$ cat config.mk
export PLATFORM = sky130hd
export DESIGN_NAME = ale_core
export DESIGN_NICKNAME = d
export VERILOG_FILES = /design/src/rtl/ale_pkg.sv /design/src/rtl/ale_sqrt.sv /design/src/rtl/ale_div.sv /design/src/rtl/ale_core.sv
export SDC_FILE = /design/constraint.sdc
export NUM_CORES = 2
export LEC_CHECK = 0
export BUFFER_PORTS_ARGS = -buffer_cell sky130_fd_sc_hd__buf_4
export CORE_ASPECT_RATIO = 1.25
export CORE_MARGIN = 2
export CORE_UTILIZATION = 55
export DETAILED_ROUTE_END_ITERATION = 10
export PLACE_DENSITY_LB_ADDON = 0.25
export RECOVER_POWER = 100
export SYNTH_ARGS = -nofsm -noshare
export SYNTH_HDL_FRONTEND = slang
export SYNTH_HIERARCHICAL = 1
export SYNTH_SLANG_ARGS = --single-unit
$ cat constraint.sdc
create_clock -name clk -period 14.25 [get_ports clk]
set_input_delay 1.425 -clock clk [delete_from_list [all_inputs] [get_ports clk]]
set_output_delay 1.425 -clock clk [all_outputs]
set_load 0.03 [all_outputs]
$ cat src/rtl/ale_pkg.sv
// Shared types, constants and saturation helper for the Legendre evaluator.
`timescale 1ns / 1ps
package ale_pkg;

    localparam int LMAX          = 12;
    localparam int OUT_FRAC_BITS = 24;
    localparam int MAGW          = 98;

    localparam logic signed [31:0] ONE_Q30  = 32'sd1073741824;
    localparam logic signed [31:0] MONE_Q30 = -32'sd1073741824;
    localparam logic [63:0]        ONE_OUT  = 64'd1 << OUT_FRAC_BITS;

    typedef enum logic [3:0] {
        S_IDLE,
        S_SQMUL,
        S_SQST,
        S_SQW,
        S_MLO,
        S_MHI,
        S_MFIN,
        S_SUB,
        S_AFTPMM,
        S_DIVST,
        S_DIVW,
        S_DONE
    } state_t;

    typedef enum logic [2:0] {
        ST_PMM_K,
        ST_PMM_S,
        ST_PN_K,
        ST_PN_X,
        ST_LL_K,
        ST_LL_X,
        ST_LL_B
    } step_t;

    typedef struct packed {
        logic ready;
        logic res_valid;
    } ale_stat_t;

    // Returns {clipped, value} for a sign and a wide magnitude.
    function automatic logic [64:0] from_mag(input logic neg, input logic [MAGW-1:0] mag);
        logic [MAGW-1:0] lim;
        logic [63:0]     negv;
        logic [64:0]     r;
        lim  = MAGW'(1) << 63;
        negv = 64'd0 - mag[63:0];
        if (neg) begin
            if (mag >= lim) begin
                r = {(mag != lim), 1'b1, 63'd0};
            end else begin
                r = {1'b0, negv};
            end
        end else if (mag >= lim) begin
            r = {1'b1, 1'b0, {63{1'b1}}};
        end else begin
            r = {1'b0, mag[63:0]};
        end
        return r;
    endfunction

endpackage

$ cat src/rtl/ale_sqrt.sv
// Bit-serial integer square root, one result bit per cycle.
`timescale 1ns / 1ps
module ale_sqrt (
    input  logic        clk,
    input  logic        rst_n,
    input  logic        start,
    input  logic [60:0] radicand,
    output logic        done,
    output logic [30:0] root
);
    import ale_pkg::*;

    logic [61:0] rem_reg, rem_next;
    logic [61:0] res_reg, res_next;
    logic [61:0] bit_reg, bit_next;
    logic [4:0]  cnt_reg, cnt_next;
    logic        busy_reg, busy_next;
    logic        done_reg, done_next;
    logic [61:0] trial;

    always_comb
    begin
        trial     = res_reg + bit_reg;
        rem_next  = rem_reg;
        res_next  = res_reg;
        bit_next  = bit_reg;
        cnt_next  = cnt_reg;
        busy_next = busy_reg;
        done_next = 1'b0;
        if (start) begin
            rem_next  = {1'b0, radicand};
            res_next  = 62'd0;
            bit_next  = 62'd1 << 60;
            cnt_next  = 5'd30;
            busy_next = 1'b1;
        end else if (busy_reg) begin
            if (rem_reg >= trial) begin
                rem_next = rem_reg - trial;
                res_next = (res_reg >> 1) + bit_reg;
            end else begin
                res_next = res_reg >> 1;
            end
            bit_next = bit_reg >> 2;
            cnt_next = cnt_reg - 5'd1;
            if (cnt_reg == 5'd0) begin
                busy_next = 1'b0;
                done_next = 1'b1;
            end
        end
    end

    always_ff @(posedge clk or negedge rst_n)
    begin
        if (!rst_n) begin
            busy_reg <= 1'b0;
            done_reg <= 1'b0;
        end else begin
            busy_reg <= busy_next;
            done_reg <= done_next;
        end
    end

    always_ff @(posedge clk)
    begin
        rem_reg <= rem_next;
        res_reg <= res_next;
        bit_reg <= bit_next;
        cnt_reg <= cnt_next;
    end

    assign done = done_reg;
    assign root = res_reg[30:0];

endmodule

$ cat src/rtl/ale_div.sv
// Radix-16 restoring divider of a 64-bit magnitude by a small divisor.
`timescale 1ns / 1ps
module ale_div (
    input  logic        clk,
    input  logic        rst_n,
    input  logic        start,
    input  logic [63:0] dividend,
    input  logic [3:0]  divisor,
    output logic        done,
    output logic [63:0] quotient
);
    import ale_pkg::*;

    logic [63:0] nq_reg, nq_next;
    logic [3:0]  rem_reg, rem_next;
    logic [3:0]  d_reg, d_next;
    logic [3:0]  cnt_reg, cnt_next;
    logic        busy_reg, busy_next;
    logic        done_reg, done_next;
    logic [3:0]  r;
    logic [4:0]  t;
    logic [3:0]  qb;

    always_comb
    begin
        r  = rem_reg;
        t  = 5'd0;
        qb = 4'd0;
        for (int j = 3; j >= 0; j--) begin
            t = {r, nq_reg[60 + j]};
            if (t >= {1'b0, d_reg}) begin
                r     = 4'(t - {1'b0, d_reg});
                qb[j] = 1'b1;
            end else begin
                r = t[3:0];
            end
        end
        nq_next   = nq_reg;
        rem_next  = rem_reg;
        d_next    = d_reg;
        cnt_next  = cnt_reg;
        busy_next = busy_reg;
        done_next = 1'b0;
        if (start) begin
            nq_next   = dividend;
            rem_next  = 4'd0;
            d_next    = divisor;
            cnt_next  = 4'd15;
            busy_next = 1'b1;
        end else if (busy_reg) begin
            nq_next  = {nq_reg[59:0], qb};
            rem_next = r;
            cnt_next = cnt_reg - 4'd1;
            if (cnt_reg == 4'd0) begin
                busy_next = 1'b0;
                done_next = 1'b1;
            end
        end
    end

    always_ff @(posedge clk or negedge rst_n)
    begin
        if (!rst_n) begin
            busy_reg <= 1'b0;
            done_reg <= 1'b0;
        end else begin
            busy_reg <= busy_next;
            done_reg <= done_next;
        end
    end

    always_ff @(posedge clk)
    begin
        nq_reg  <= nq_next;
        rem_reg <= rem_next;
        d_reg   <= d_next;
        cnt_reg <= cnt_next;
    end

    assign done     = done_reg;
    assign quotient = nq_reg;

endmodule

$ cat src/rtl/ale_core.sv
// Sequencer and shared multiplier datapath for the Legendre recurrence.
`timescale 1ns / 1ps
module ale_core (
    input  logic              clk,
    input  logic              rst_n,
    input  logic              start,
    input  logic [3:0]        l_in,
    input  logic [3:0]        m_in,
    input  logic signed [31:0] x_in,
    input  logic              res_ready,
    output ale_pkg::ale_stat_t stat,
    output logic [63:0]       res_value,
    output logic              res_ovf
);
    import ale_pkg::*;

    state_t state_reg, state_next;
    step_t  step_reg;

    logic [3:0]        l_reg, m_reg, i_reg, ll_reg;
    logic signed [31:0] x_reg, x_clamp;
    logic [63:0]       work_reg, pmm_reg, pnext_reg, a_reg;
    logic [63:0]       p0_reg, mul_p_reg;
    logic [30:0]       s_reg;
    logic              flag_reg, dneg_reg;
    logic              invalid;

    logic [63:0] ma;
    logic [4:0]  k;
    logic [30:0] mb, xmag;
    logic        q30, bneg;
    logic [31:0] mul_x, mul_y;
    logic [64:0] p0r;
    logic [34:0] hi35;
    logic [MAGW-1:0] mwide;
    logic [64:0] mres, dres;
    logic [63:0] sa;
    logic [64:0] sdiff;
    logic [63:0] sres;
    logic        sflag;
    logic [3:0]  k_div;
    logic [63:0] div_in;
    logic        sq_done, div_done;
    logic [30:0] root;
    logic [63:0] quot;
    logic [32:0] one_m_x, one_p_x;

    assign invalid = (m_in > l_in) || (l_in > 4'(LMAX)) || (m_in > 4'(LMAX));

    always_comb
    begin
        if (x_in > ONE_Q30) begin
            x_clamp = ONE_Q30;
        end else if (x_in < MONE_Q30) begin
            x_clamp = MONE_Q30;
        end else begin
            x_clamp = x_in;
        end
    end

    // Operand selection for the shared multiplier.
    always_comb
    begin
        ma   = work_reg[63] ? (64'd0 - work_reg) : work_reg;
        xmag = x_reg[31] ? 31'(33'd0 - {x_reg[31], x_reg}) : x_reg[30:0];
        k    = 5'd1;
        mb   = 31'd0;
        q30  = 1'b0;
        bneg = 1'b0;
        case (step_reg)
            ST_PMM_K: k = {i_reg, 1'b0} - 5'd1;
            ST_PN_K:  k = {m_reg, 1'b0} + 5'd1;
            ST_LL_K:  k = {ll_reg, 1'b0} - 5'd1;
            ST_LL_B:  k = 5'({1'b0, ll_reg} + {1'b0, m_reg} - 5'd1);
            default:  k = 5'd1;
        endcase
        case (step_reg)
            ST_PMM_S:
            begin
                mb  = s_reg;
                q30 = 1'b1;
            end
            ST_PN_X, ST_LL_X:
            begin
                mb   = xmag;
                q30  = 1'b1;
                bneg = x_reg[31];
            end
            default: mb = {26'd0, k};
        endcase
        one_m_x = {ONE_Q30[31], ONE_Q30} - {x_reg[31], x_reg};
        one_p_x = {ONE_Q30[31], ONE_Q30} + {x_reg[31], x_reg};
        if (state_reg == S_SQMUL) begin
            mul_x = one_m_x[31:0];
            mul_y = one_p_x[31:0];
        end else if (state_reg == S_MHI) begin
            mul_x = ma[63:32];
            mul_y = {1'b0, mb};
        end else begin
            mul_x = ma[31:0];
            mul_y = {1'b0, mb};
        end
    end

    always_comb
    begin
        p0r  = {1'b0, p0_reg} + (65'd1 << 29);
        hi35 = p0r[64:30];
        if (q30) begin
            mwide = {32'd0, mul_p_reg, 2'd0} + {63'd0, hi35};
        end else begin
            mwide = {2'd0, mul_p_reg, 32'd0} + {34'd0, p0_reg};
        end
        mres = from_mag(work_reg[63] ^ bneg, mwide);

        sa    = (step_reg == ST_PMM_S) ? 64'd0 : a_reg;
        sdiff = {sa[63], sa} - {work_reg[63], work_reg};
        sflag = sdiff[64] != sdiff[63];
        if (sflag) begin
            sres = sdiff[64] ? {1'b1, 63'd0} : {1'b0, {63{1'b1}}};
        end else begin
            sres = sdiff[63:0];
        end

        k_div  = ll_reg - m_reg;
        div_in = ma + {61'd0, k_div[3:1]};
        dres   = from_mag(dneg_reg, {34'd0, quot});
    end

    ale_sqrt u_sqrt (
        .clk      (clk),
        .rst_n    (rst_n),
        .start    (state_reg == S_SQST),
        .radicand (mul_p_reg[60:0]),
        .done     (sq_done),
        .root     (root)
    );

    ale_div u_div (
        .clk      (clk),
        .rst_n    (rst_n),
        .start    (state_reg == S_DIVST),
        .dividend (div_in),
        .divisor  (k_div),
        .done     (div_done),
        .quotient (quot)
    );

    always_comb
    begin
        state_next = state_reg;
        unique case (state_reg)
            S_IDLE:
            begin
                if (start) begin
                    if (invalid) begin
                        state_next = S_DONE;
                    end else if (m_in == 4'd0) begin
                        state_next = S_AFTPMM;
                    end else begin
                        state_next = S_SQMUL;
                    end
                end
            end
            S_SQMUL: state_next = S_SQST;
            S_SQST:  state_next = S_SQW;
            S_SQW:
            begin
                if (sq_done) begin
                    state_next = S_MLO;
                end
            end
            S_MLO: state_next = S_MHI;
            S_MHI: state_next = S_MFIN;
            S_MFIN:
            begin
                case (step_reg)
                    ST_PMM_S, ST_LL_B: state_next = S_SUB;
                    ST_PN_X:
                    begin
                        if ({1'b0, l_reg} == {1'b0, m_reg} + 5'd1) begin
                            state_next = S_DONE;
                        end else begin
                            state_next = S_MLO;
                        end
                    end
                    default: state_next = S_MLO;
                endcase
            end
            S_SUB:
            begin
                if (step_reg == ST_PMM_S) begin
                    state_next = (i_reg == m_reg) ? S_AFTPMM : S_MLO;
                end else begin
                    state_next = S_DIVST;
                end
            end
            S_AFTPMM: state_next = (l_reg == m_reg) ? S_DONE : S_MLO;
            S_DIVST:  state_next = S_DIVW;
            S_DIVW:
            begin
                if (div_done) begin
                    state_next = (ll_reg == l_reg) ? S_DONE : S_MLO;
                end
            end
            S_DONE:
            begin
                if (res_ready) begin
                    state_next = S_IDLE;
                end
            end
            default: state_next = S_IDLE;
        endcase
    end

    always_comb
    begin
        stat.ready     = (state_reg == S_IDLE);
        stat.res_valid = (state_reg == S_DONE);
    end

    always_ff @(posedge clk or negedge rst_n)
    begin
        if (!rst_n) begin
            state_reg <= S_IDLE;
        end else begin
            state_reg <= state_next;
        end
    end

    always_ff @(posedge clk)
    begin
        mul_p_reg <= mul_x * mul_y;
        case (state_reg)
            S_IDLE:
            begin
                if (start) begin
                    l_reg    <= l_in;
                    m_reg    <= m_in;
                    x_reg    <= x_clamp;
                    work_reg <= invalid ? 64'd0 : ONE_OUT;
                    pmm_reg  <= ONE_OUT;
                    i_reg    <= 4'd1;
                    flag_reg <= 1'b0;
                    step_reg <= ST_PMM_K;
                end
            end
            S_SQW:
            begin
                if (sq_done) begin
                    s_reg    <= root;
                    step_reg <= ST_PMM_K;
                end
            end
            S_MHI: p0_reg <= mul_p_reg;
            S_MFIN:
            begin
                flag_reg <= flag_reg | mres[64];
                case (step_reg)
                    ST_PMM_K:
                    begin
                        work_reg <= mres[63:0];
                        step_reg <= ST_PMM_S;
                    end
                    ST_PN_K:
                    begin
                        work_reg <= mres[63:0];
                        step_reg <= ST_PN_X;
                    end
                    ST_PN_X:
                    begin
                        work_reg  <= mres[63:0];
                        pnext_reg <= mres[63:0];
                        ll_reg    <= m_reg + 4'd2;
                        step_reg  <= ST_LL_K;
                    end
                    ST_LL_K:
                    begin
                        work_reg <= mres[63:0];
                        step_reg <= ST_LL_X;
                    end
                    ST_LL_X:
                    begin
                        a_reg    <= mres[63:0];
                        work_reg <= pmm_reg;
                        step_reg <= ST_LL_B;
                    end
                    default: work_reg <= mres[63:0];
                endcase
            end
            S_SUB:
            begin
                flag_reg <= flag_reg | sflag;
                work_reg <= sres;
                if (step_reg == ST_PMM_S) begin
                    pmm_reg  <= sres;
                    i_reg    <= i_reg + 4'd1;
                    step_reg <= ST_PMM_K;
                end
            end
            S_AFTPMM: step_reg <= ST_PN_K;
            S_DIVST:  dneg_reg <= work_reg[63];
            S_DIVW:
            begin
                if (div_done) begin
                    flag_reg  <= flag_reg | dres[64];
                    pmm_reg   <= pnext_reg;
                    pnext_reg <= dres[63:0];
                    work_reg  <= dres[63:0];
                    ll_reg    <= ll_reg + 4'd1;
                    step_reg  <= ST_LL_K;
                end
            end
            default:
            begin
            end
        endcase
    end

    assign res_value = work_reg;
    assign res_ovf   = flag_reg;

endmodule

==> impl_metrics.py <==
metrics = {
    "status": {
        "status": "finished, violations left",
        "violations": "capacitance limit, slew limit",
    },
    "global_routing": {
        "grt_pass1_vias": 84716,
        "grt_pass1_wl_um": 572700,
        "grt-ovfl-total": 0,
        "grt_max_degree": 145,
        "grtUsageTotal_pct": 46.44,
        "antenna_found_initial": 44,
    },
    "floorplan": {
        "rows": 166,
        "die_w_um": 367.8,
        "dieArea_um2": 168700,
        "io-pin-count": 111,
        "fp.dieH_um": 458.7,
        "core_area_um2": 164100,
        "start_util_pct": 55.45,
    },
    "timing": {
        "hold_violations": 0,
        "rsz0062_at_grt": "false",
        "relSlewSlack_pct": -212.9,
        "finalSetupTns_ps": 0,
        "period_needed_ps": 13900,
        "finalSetupViolCount": 0,
        "min_period_over_period_pct": 97.53,
        "worst_pin_slew_ps": 4694,
        "skew_ps": 75.66,
        "slew_viol_final": 1419,
        "fmax_mhz": 71.95,
    },
    "clock_network": {
        "cts.repair.resized": 0,
        "clk_latency_ps": 780,
        "root_buffer": "clkbuf_16",
        "cts_tree": "built",
        "cts_buffer_depth": 3,
        "cts_max_level": 3,
        "clk_pin_slew_worst_paths_ps": 60,
        "cts_setup_buffers": 0,
        "ctsHoldBuffers": 0,
        "numCtsBuffers": 84,
        "cts_num_sinks": 712,
    },
    "critical_path": {
        "crit_path_top_delay_cell": "and2_0",
        "r2r_end": "res_value[42]",
        "r2r_setup_slack_ps": 350,
        "timing.rr.start": "step_reg[2]",
        "cp-endpoint": "res_value[42]",
        "crit_path_max_fanout": 64,
        "arrival_ps": 14330,
        "critPathCaptureType": "flip-flop",
        "crit_path_frequent_cell": "o21ai_0",
        "crit_chain": "clkbuf_1 -> nor2_1 -> nand2_1 -> clkbuf_1 -> and2_0 -> ha_1 -> a21oi_1 -> o21ai_0 -> a221oi_1 -> a21oi_1 -> o21bai_1 -> a211oi_1 -> o21a_1 -> o21ai_0 -> mux2i_1 -> and2_0 -> o21ai_0 -> o311ai_0",
        "path_class": "reg -> reg",
        "required_ps": 14680,
        "cp-startpoint": "step_reg[2]",
        "start_kind": "flip-flop",
        "reg2reg_depth": 18,
        "critical_path.max_stage_delay_ps": 3360,
    },
    "detailed_routing": {
        "drtAntennaViolNets": 0,
        "vias": 85318,
        "routedWlPerCell_um": 30.71,
        "drc_errors": 0,
        "first_pass_iters": 9,
        "via_per_inst": 6.617,
        "routed_wirelength_um": 395900,
        "first_iter_violations": 10355,
    },
    "synth": {
        "postSynthCellCount": 10740,
        "muxShareOfSynthArea_pct": 2.090,
        "synth.distinct_cells": 122,
        "synth_xor_area_share_pct": 5.641,
        "synth-seq-area-share_pct": 21.58,
        "synthFlopType": "edfxtp_1",
        "synth_top_family_by_area": "adder cells",
        "syn_avg_cell_area_um2": 8.471,
        "ys_warn_count": 6,
        "ys_ff_latch": 712,
        "synth_compound_area_share_pct": 16.58,
        "synth_edf_count": 533,
        "synth_area_um2": 90980,
        "synthSimpleGateAreaFrac_pct": 18.63,
        "synth_fa_ha_area_share_pct": 27.71,
        "synth_fp_nets": 12255,
        "async_reset_ff_share_pct": 1.124,
    },
    "final_layout": {
        "stdcell_area_um2": 96770,
        "fill_cells": 14928,
        "seqCellArea_um2": 19630,
        "drive_gt1_share_pct": 6.036,
        "nNetsFinal": 12129,
        "multi_input_comb_area_um2": 64460,
        "syn2layout_area_growth_pct": 6.368,
    },
    "placed_design": {
        "numPortBuffers": 110,
        "dp_hpwl_um": 308400,
        "placed_area_um2": 94590,
        "globalplace.congestion": 1.078,
    },
    "min_path": {
        "hp-class": "reg -> reg",
        "worstHoldStart": "u_div/cnt_reg[3]",
    },
    "run": {
        "maxCapViolations": 38,
    },
}
[layout by cell type (no fill, tap or decap), types with 171 or more instances in the layout]
cell      netlist  layout
xnor2_1       384     382
nand2_1      1288    1287
a21o_1        199     200
xor2_1        202     202
buf_4          33     248
nor2_1       1124    1120
ha_1          564     564
edfxtp_1      533     533
dfxtp_1       171     171
o21ai_0       579     577
nand3_1       178     178
nor3_1        176     179
fa_1          907     907
inv_1        1215    1215
a21oi_1       510     506
[through the flow]
stage                     utilization, %  worst slack [ps]  instances  hold WS (ps)
after floorplan                        -              2797      10740         424.4
after global placement             57.65              1426      12710         457.2
after detailed placement           57.65              1423      12710         459.7
after CTS                          59.40              1349      12868         473.2
after global routing               58.95             436.5      12873         495.8
final                              58.98             351.3      12893         470.6
[metal layers]
| metal | up-vias | part of all wire [%] | track usage, % |
|---|---|---|---|
| met5 | - | 0.069 | 0 |
| met4 | 38 | 12 | 42.73 |
| met3 | 1786 | 11 | 12.96 |
| met2 | 5577 | 44 | 72.13 |
| met1 | 41462 | 33 | 51.67 |
| li1 | 36455 | - | - |
[synth_stat cells, types with 37 or more instances]
cell         n  share of area, %
a31oi_1     99              0.68
o21bai_1    58              0.48
inv_1     1215               5.0
xnor2_1    384               3.7
nand4_1    126              0.87
nor3_1     176              0.97
and2_1     180               1.2
mux2i_1     94               1.0
a221oi_1    42              0.40
a21o_1     199               1.6
a22oi_1     37              0.31
mux2_2      80              0.99
fa_1       907                20
nor4_1      84              0.58
or3_1       78              0.54
buf_1       38              0.16
o21a_1      72              0.59
o211ai_1    75              0.62
and3_1      85              0.58
a211oi_1    98              0.81
nand3_1    178              0.98
ha_1       564               7.8
xor2_1     202               1.9
a21oi_1    510               2.8
o22ai_1     42              0.29
clkbuf_1   474               2.0
o21ai_0    579               3.2
and4_1      37              0.36
o31ai_1     52              0.43
nand2b_1    79              0.54
buf_2       49              0.27
nand2_1   1288               5.3
edfxtp_1   533                18
dfxtp_1    171               3.8
nor2b_1     67              0.46
nor2_1    1124               4.6
[worst min-delay path by stage]
stage / endpoint / depth (start not counted)
2_1_floorplan: p0_reg[52] / 0
3_3_place_gp: u_div/done / 1
3_5_place_dp: u_div/done / 1
4_1_cts: u_div/done / 1
5_1_grt: u_div/done / 1
6_report: u_div/done / 1
[logic make-up (layout without fill, tap and decap cells)]
group	count (synthesis)	in the layout
muxes	177	177
buffers and inverters	1822	1768
adders and majority gates	1471	1471
AOI/OAI and AO/OA	2293	2293
DFF	712	712
xor gates and xnor gates	586	586
and+or+nand+nor	3679	3679
other	0	23
[final cells by class]
cell class | instances | share of cell area, %
Timing Repair Buffer | 389 | 2.508
Sequential cell | 712 | 20.29
Inverter | 1221 | 4.739
Clock inverter | 51 | 0.6025
Clock buffer | 107 | 2.369
Tap cell | 2184 | 2.824
Antenna cell | 23 | 0.05948
Multi-Input combinational cell | 8206 | 66.61
[critical path, delay by kind of cell (launching register included)]
kind / cells / cell delay (ps)
mux: 1 / 200
simple gates: 4 / 5040
flops: 1 / 500
compound gates: 10 / 4820
buf+inv: 2 / 2700
fa+ha+maj: 1 / 250
Power is left out: the tool's default activity adds up to more than one toggle a clock period on the data nets, which glitch-free logic cannot reach.
